--- src/rtl/core/tatl_pkg.sv ---
// shared types, constants and the q15 blend function for the albedo lookup block
// used by tatl_ctrl, tatl_datapath and the top level
// no dependencies
package tatl_pkg;

    localparam int GRID_SIZE   = 16;
    localparam int VALUE_BITS  = 16;
    localparam int IDX_W       = $clog2(GRID_SIZE);
    localparam int DIR_DEPTH   = GRID_SIZE * GRID_SIZE * GRID_SIZE;
    localparam int AVG_DEPTH   = GRID_SIZE * GRID_SIZE;
    localparam int DIR_AW      = 3 * IDX_W;
    localparam int AVG_AW      = 2 * IDX_W;
    localparam int ADDR_W      = 12;
    localparam int FRAC_W      = 15;
    localparam int COORD_W     = 16;
    localparam int ETA_W       = 16;
    localparam int INV_W       = 24;
    localparam int PROD_W      = ETA_W + INV_W;
    localparam int CFG_W       = 24;
    localparam int CFG_IDX_W   = 2;
    localparam int STEP_W      = 4;

    localparam logic [COORD_W-1:0] ONE_Q15 = COORD_W'(32768);
    localparam logic [IDX_W-1:0]   IDX_MAX = IDX_W'(GRID_SIZE - 1);

    localparam logic [1:0] KIND_DIR_WRITE = 2'd0;
    localparam logic [1:0] KIND_AVG_WRITE = 2'd1;
    localparam logic [1:0] KIND_LOOKUP    = 2'd2;

    localparam logic [CFG_IDX_W-1:0] REG_ETA_MIN = CFG_IDX_W'(0);
    localparam logic [CFG_IDX_W-1:0] REG_ETA_INV = CFG_IDX_W'(1);

    localparam logic [ETA_W-1:0] ETA_MIN_RESET = ETA_W'(4096);
    localparam logic [INV_W-1:0] ETA_INV_RESET = INV_W'(65536);

    typedef enum logic [2:0] {
        DOP_NONE,
        DOP_LXA,
        DOP_LXB,
        DOP_LYA,
        DOP_LYB,
        DOP_LZ
    } dir_op_t;

    typedef enum logic [1:0] {
        AOP_NONE,
        AOP_LYA,
        AOP_LYB,
        AOP_LZ
    } avg_op_t;

    typedef struct packed {
        logic        take;
        logic        eta_mul;
        logic        split;
        logic [2:0]  dir_corner;
        logic        dir_hold;
        dir_op_t     dir_op;
        logic [1:0]  avg_corner;
        logic        avg_hold;
        avg_op_t     avg_op;
        logic        out_load;
    } dp_cmd_t;

    typedef struct packed {
        logic out_full;
    } dp_sts_t;

    function automatic logic [VALUE_BITS-1:0] lerp_q15(
        input logic [VALUE_BITS-1:0] a,
        input logic [VALUE_BITS-1:0] b,
        input logic [FRAC_W-1:0]     f
    );
        logic signed [VALUE_BITS+1:0]        diff;
        logic signed [VALUE_BITS+FRAC_W+2:0] prod;
        logic signed [VALUE_BITS+FRAC_W+2:0] shifted;
        diff    = $signed({2'b00, b}) - $signed({2'b00, a});
        prod    = diff * $signed({1'b0, f});
        shifted = prod >>> FRAC_W;
        return a + shifted[VALUE_BITS-1:0];
    endfunction

endpackage

--- src/rtl/core/tatl_ctrl.sv ---
// sequencer for the albedo lookup: accept, eta scale, split, corner fetch, output
// depends on tatl_pkg
module tatl_ctrl
    import tatl_pkg::*;
(
    input  logic    clk,
    input  logic    rst_n,
    input  logic    in_valid,
    input  logic    [1:0] kind,
    output logic    in_stall,
    input  dp_sts_t sts,
    output dp_cmd_t cmd
);

    typedef enum logic [2:0] {
        ST_IDLE,
        ST_ETA,
        ST_SPLIT,
        ST_FETCH,
        ST_OUT
    } state_t;

    state_t             state_reg, state_next;
    logic [STEP_W-1:0]  step_reg, step_next;

    assign in_stall = (state_reg != ST_IDLE);

    always_comb
    begin
        cmd        = '0;
        cmd.dir_op = DOP_NONE;
        cmd.avg_op = AOP_NONE;
        state_next = state_reg;
        step_next  = step_reg;
        case (state_reg)
            ST_IDLE:
            begin
                cmd.take = in_valid;
                if (in_valid && kind == KIND_LOOKUP)
                    state_next = ST_ETA;
            end
            ST_ETA:
            begin
                cmd.eta_mul = 1'b1;
                state_next  = ST_SPLIT;
            end
            ST_SPLIT:
            begin
                cmd.split  = 1'b1;
                step_next  = '0;
                state_next = ST_FETCH;
            end
            ST_FETCH:
            begin
                cmd.dir_corner = step_reg[2:0];
                cmd.avg_corner = step_reg[1:0];
                cmd.dir_hold   = (step_reg == 4'd1) || (step_reg == 4'd3) ||
                                 (step_reg == 4'd5) || (step_reg == 4'd7);
                cmd.avg_hold   = (step_reg == 4'd1) || (step_reg == 4'd3);
                case (step_reg)
                    4'd2:    cmd.dir_op = DOP_LXA;
                    4'd4:    cmd.dir_op = DOP_LXB;
                    4'd5:    cmd.dir_op = DOP_LYA;
                    4'd6:    cmd.dir_op = DOP_LXA;
                    4'd8:    cmd.dir_op = DOP_LXB;
                    4'd9:    cmd.dir_op = DOP_LYB;
                    4'd10:   cmd.dir_op = DOP_LZ;
                    default: cmd.dir_op = DOP_NONE;
                endcase
                case (step_reg)
                    4'd2:    cmd.avg_op = AOP_LYA;
                    4'd4:    cmd.avg_op = AOP_LYB;
                    4'd5:    cmd.avg_op = AOP_LZ;
                    default: cmd.avg_op = AOP_NONE;
                endcase
                step_next = step_reg + 4'd1;
                if (step_reg == 4'd10)
                    state_next = ST_OUT;
            end
            ST_OUT:
            begin
                cmd.out_load = !sts.out_full;
                if (!sts.out_full)
                    state_next = ST_IDLE;
            end
            default:
            begin
                state_next = ST_IDLE;
            end
        endcase
    end

    always_ff @(posedge clk or negedge rst_n)
    begin
        if (!rst_n)
        begin
            state_reg <= ST_IDLE;
            step_reg  <= '0;
        end
        else
        begin
            state_reg <= state_next;
            step_reg  <= step_next;
        end
    end

endmodule

--- config.mk ---
export PLATFORM = sky130hd
export DESIGN_NAME = tatl_ctrl
export DESIGN_NICKNAME = d
export VERILOG_FILES = /design/src/rtl/core/tatl_pkg.sv /design/src/rtl/core/tatl_ctrl.sv
export SDC_FILE = /design/constraint.sdc
export NUM_CORES = 1
export LEC_CHECK = 0
export ABC_AREA = 1
export BUFFER_PORTS_ARGS = -buffer_cell sky130_fd_sc_hd__buf_2
export CAP_MARGIN = 20
export CELL_PAD_IN_SITES_DETAIL_PLACEMENT = 2
export CELL_PAD_IN_SITES_GLOBAL_PLACEMENT = 2
export CORE_MARGIN = 10
export CORE_UTILIZATION = 21
export DETAILED_ROUTE_END_ITERATION = 12
export GPL_ROUTABILITY_DRIVEN = 0
export HOLD_SLACK_MARGIN = 0.03
export PLACE_DENSITY_LB_ADDON = 0.1
export SLEW_MARGIN = 20
export SYNTH_ARGS = -nofsm -noshare
export SYNTH_HDL_FRONTEND = slang
export SYNTH_SLANG_ARGS = --single-unit
--- constraint.sdc ---
create_clock -name clk -period 1.04 [get_ports clk]
set_input_delay 0 -clock clk [delete_from_list [all_inputs] [get_ports clk]]
set_output_delay 0 -clock clk [all_outputs]
set_load 0.03 [all_outputs]
==> out/qor.csv <==
stage,metric,value,unit
outcome,run_status,finished with violations,
outcome,failed_checks,setup timing,
setup_path,worst_ep_required_time,1.04,ns
setup_path,cp.arrival,1.39,ns
synth,netlist_area,546,µm²
layout,largest_reg_flops,4,
sta,final-max-slew-violation-count,0,
global_routing,grt_max_degree,8,
synth,synth-seq-area-share,32.1,%
power,p_sw,2.14,mW
global_routing,grt_usage,11.3,%
power,pwr-share-seq,13.7,%
clock_tree,cts_tree,built,
sta,setup_tns,-6.42,ns
power,finalPower,4.26,mW
layout,mostFrequentLayoutCell,buf_6,
sta,post-route-period-util,133,%
power,ir_drop,2.27,mV
synth,synth_cells,75,
floorplanning,rows,18,
detailed_routing,viasPerCell,4.72,
floorplanning,start_util,22.0,%
setup_path,critPathTopFamily,flip-flops,
setup_path,setup.worst_path.end_class,output pin,
detailed_routing,wl_met3,138,µm
detailed_routing,first_pass_iters,3,
synth,synth_nets,85,
floorplanning,core_area,2480,µm²
synth,synth_top_area_share,32.1,%
setup_path,path_class,reg -> out,
placement,placed_cell_area,947,µm²
placement,pre_cts_ws,-0.188,ns
detailed_routing,finalWirelength,3260,µm
min_path,hold_path.class,in -> async,
clock_tree,clk_pin_slew,0.05,ns
clock_tree,clock_sinks,7,
global_routing,grt-ovfl-total,0,
layout,final_util,55.9,%
power,p_leak,0.581,nW
detailed_routing,routed.top_layer,met4,
synth,syn_area_per_cell,7.27,µm²
clock_tree,clk_path_buf_depth,2,
power,pwr_density_cell,3080,nW/µm²
global_routing,grt_pass1_wl,4660,µm
setup_path,cp-start-kind,flop,
setup_path,cp.buffers_inverters,2,
detailed_routing,dr_wl_met2,1830,µm
power,netSwitchingFraction,50.2,%
floorplanning,fp.dieH,71.0,µm
setup_path,slowest_delay,0.41,ns
sta,setup_ws,-0.346,ns
placement,dp_hpwl,1880,µm
detailed_routing,wl_per_cell,20.5,µm
detailed_routing,final_antenna_net_count,0,
layout,layout-drive-gt1-share,80.6,%
floorplanning,num_io_pins,23,
clock_tree,cts-root-buf,clkbuf_4,
detailed_routing,first_iter_violations,15,
setup_path,path_cells,"inv_2, ha_4, nand3_2, a21oi_4, buf_6",
synth,synth.distinct_cells,20,
sta,slew_headroom,84.8,%
global_routing,grt_pass1_vias,868,
sta,timing.final.crit_period,1.39,ns
floorplanning,die_w,71.0,µm
power,combPwrFrac,80.3,%
power,p_int,2.12,mW
job,max-cap-violations,0,
sta,skew,0.00236,ns
power,clkPwrFrac,6.0,%
layout,layout_common_cells,"26 x buf_6, 19 x buf_4, 8 x nor2_4",
synth,synth.ff_latch_count,7,
detailed_routing,met1_length,1260,µm
sta,max_freq,721,MHz
synth,ys_top_cells_by_area,"dfrtp_1 32%, ha_1 9.2%, nand2_1 8.3%, nor2_1 8.3%, nand3_1 6.4%",
detailed_routing,drcViolationCount,0,
layout,syn_to_final_growth,154,%
setup_path,crit_fanout,4,
synth,yosys_warnings,0,
clock_tree,clk_latency,0.26,ns
sta,rsz0062_at_grt,true,
synth,synth_area_leader_cell,dfrtp_1,
layout,nets,140,
floorplanning,dieArea,5040,µm²
clock_tree,cts_made_buffers,3,
clock_tree,htreeDepth,1,
placement,port_buffers,22,
global_routing,antenna_found_initial,0,
layout,final_area,1380,µm²
sta,worst_pin_slew,0.228,ns
sta,final-setup-viol-count,24,
layout,fill_cells,245,
setup_path,cpMaxStageDelayCell,dfrtp_1,
sta,hold_viol_final,0,
detailed_routing,vias,750,
layout,antennaDiodeCount,0,
cells by family (layout without fill, tap and decap cells):
| logic type | Yosys count | after routing | share of synthesized area, % |
|---|---|---|---|
| XOR/XNOR | 1 | 1 | 1.61 |
| flip-flops | 7 | 7 | 32.1 |
| AO/OA/AOI/OAI | 12 | 12 | 11.5 |
| buffers and inverters | 12 | 66 | 11.0 |
| AND/OR/NAND/NOR | 39 | 39 | 34.6 |
| adder cells (fa/ha/maj) | 4 | 4 | 9.17 |
synthesized netlist by cell type:
cell and number:
nand3_1 7, nor2_4 1, buf_6 1, ha_1 4, buf_4 2, nand2_2 2
xnor2_1 1, nand4_1 1, o21ai_1 3, a21oi_1 4, o21ai_0 3, inv_1 9
nand3_2 1, dfrtp_1 7, nand3b_1 1, nand2_1 12, nor3_2 1, nor4_1 1
o22ai_1 2, nor2_1 12
metrics by stage:
step	hold WS, ns	cells
after global routing	0.120	159
after CTS	0.0876	154
after detailed placement	-0.154	141
after floorplan	-0.296	75
final	0.116	159
after global placement	-0.157	141
power groups by stage:
| stage | Sequential (mW) | Clock (mW) | Combinational (mW) |
|---|---|---|---|
| after global placement | 0.516 | 0 | 2.01 |
| after detailed placement | 0.529 | 0 | 2.09 |
| after CTS | 0.548 | 0.276 | 2.87 |
| after global routing | 0.594 | 0.288 | 3.66 |
| final | 0.583 | 0.258 | 3.42 |
| after floorplan | 0.544 | 0 | 1.30 |
final cells by class:
type | count | area [µm²] | area share [%]
timing repair buffer | 53 | 518 | 37.4
tap | 30 | 37.5 | 2.71
sequential | 7 | 180 | 13.0
clock buffer | 4 | 26.3 | 1.90
inverter | 9 | 38.8 | 2.80
multi-input combinational | 56 | 583 | 42.1
layer usage:
layer | vias to the layer above | GRT usage [%]
met5 | - | 0
li1 | 357 | -
met4 | 0 | 4.95
met3 | 5 | 2.51
met1 | 373 | 12.7
met2 | 15 | 19.6
worst paths after layout:
path / startpoint / cells after the start / slack (ns) / end
max reg2reg: step_reg[0] / 7 / -0.29 / state_reg[2]
min reg2reg: step_reg[2] / 3 / 0.79 / step_reg[2]
min in group clk: sts / 3 / 0.13 / state_reg[2]
max in group asynchronous: rst_n / 2 / 0.76 / step_reg[0]
max: step_reg[1] / 5 / -0.35 / cmd[8]
min: rst_n / 2 / 0.12 / state_reg[2]
timing repair:
item                       in CTS  in global routing
pin swaps                       8                 12
resized for setup              55                 27
setup endpoints to repair      24                 24
hold endpoints to repair        7                  0
setup buffers                   7                  5
cloned                          1                  0
hold buffers                    1                  0
Power figures use the tool's default switching activity.
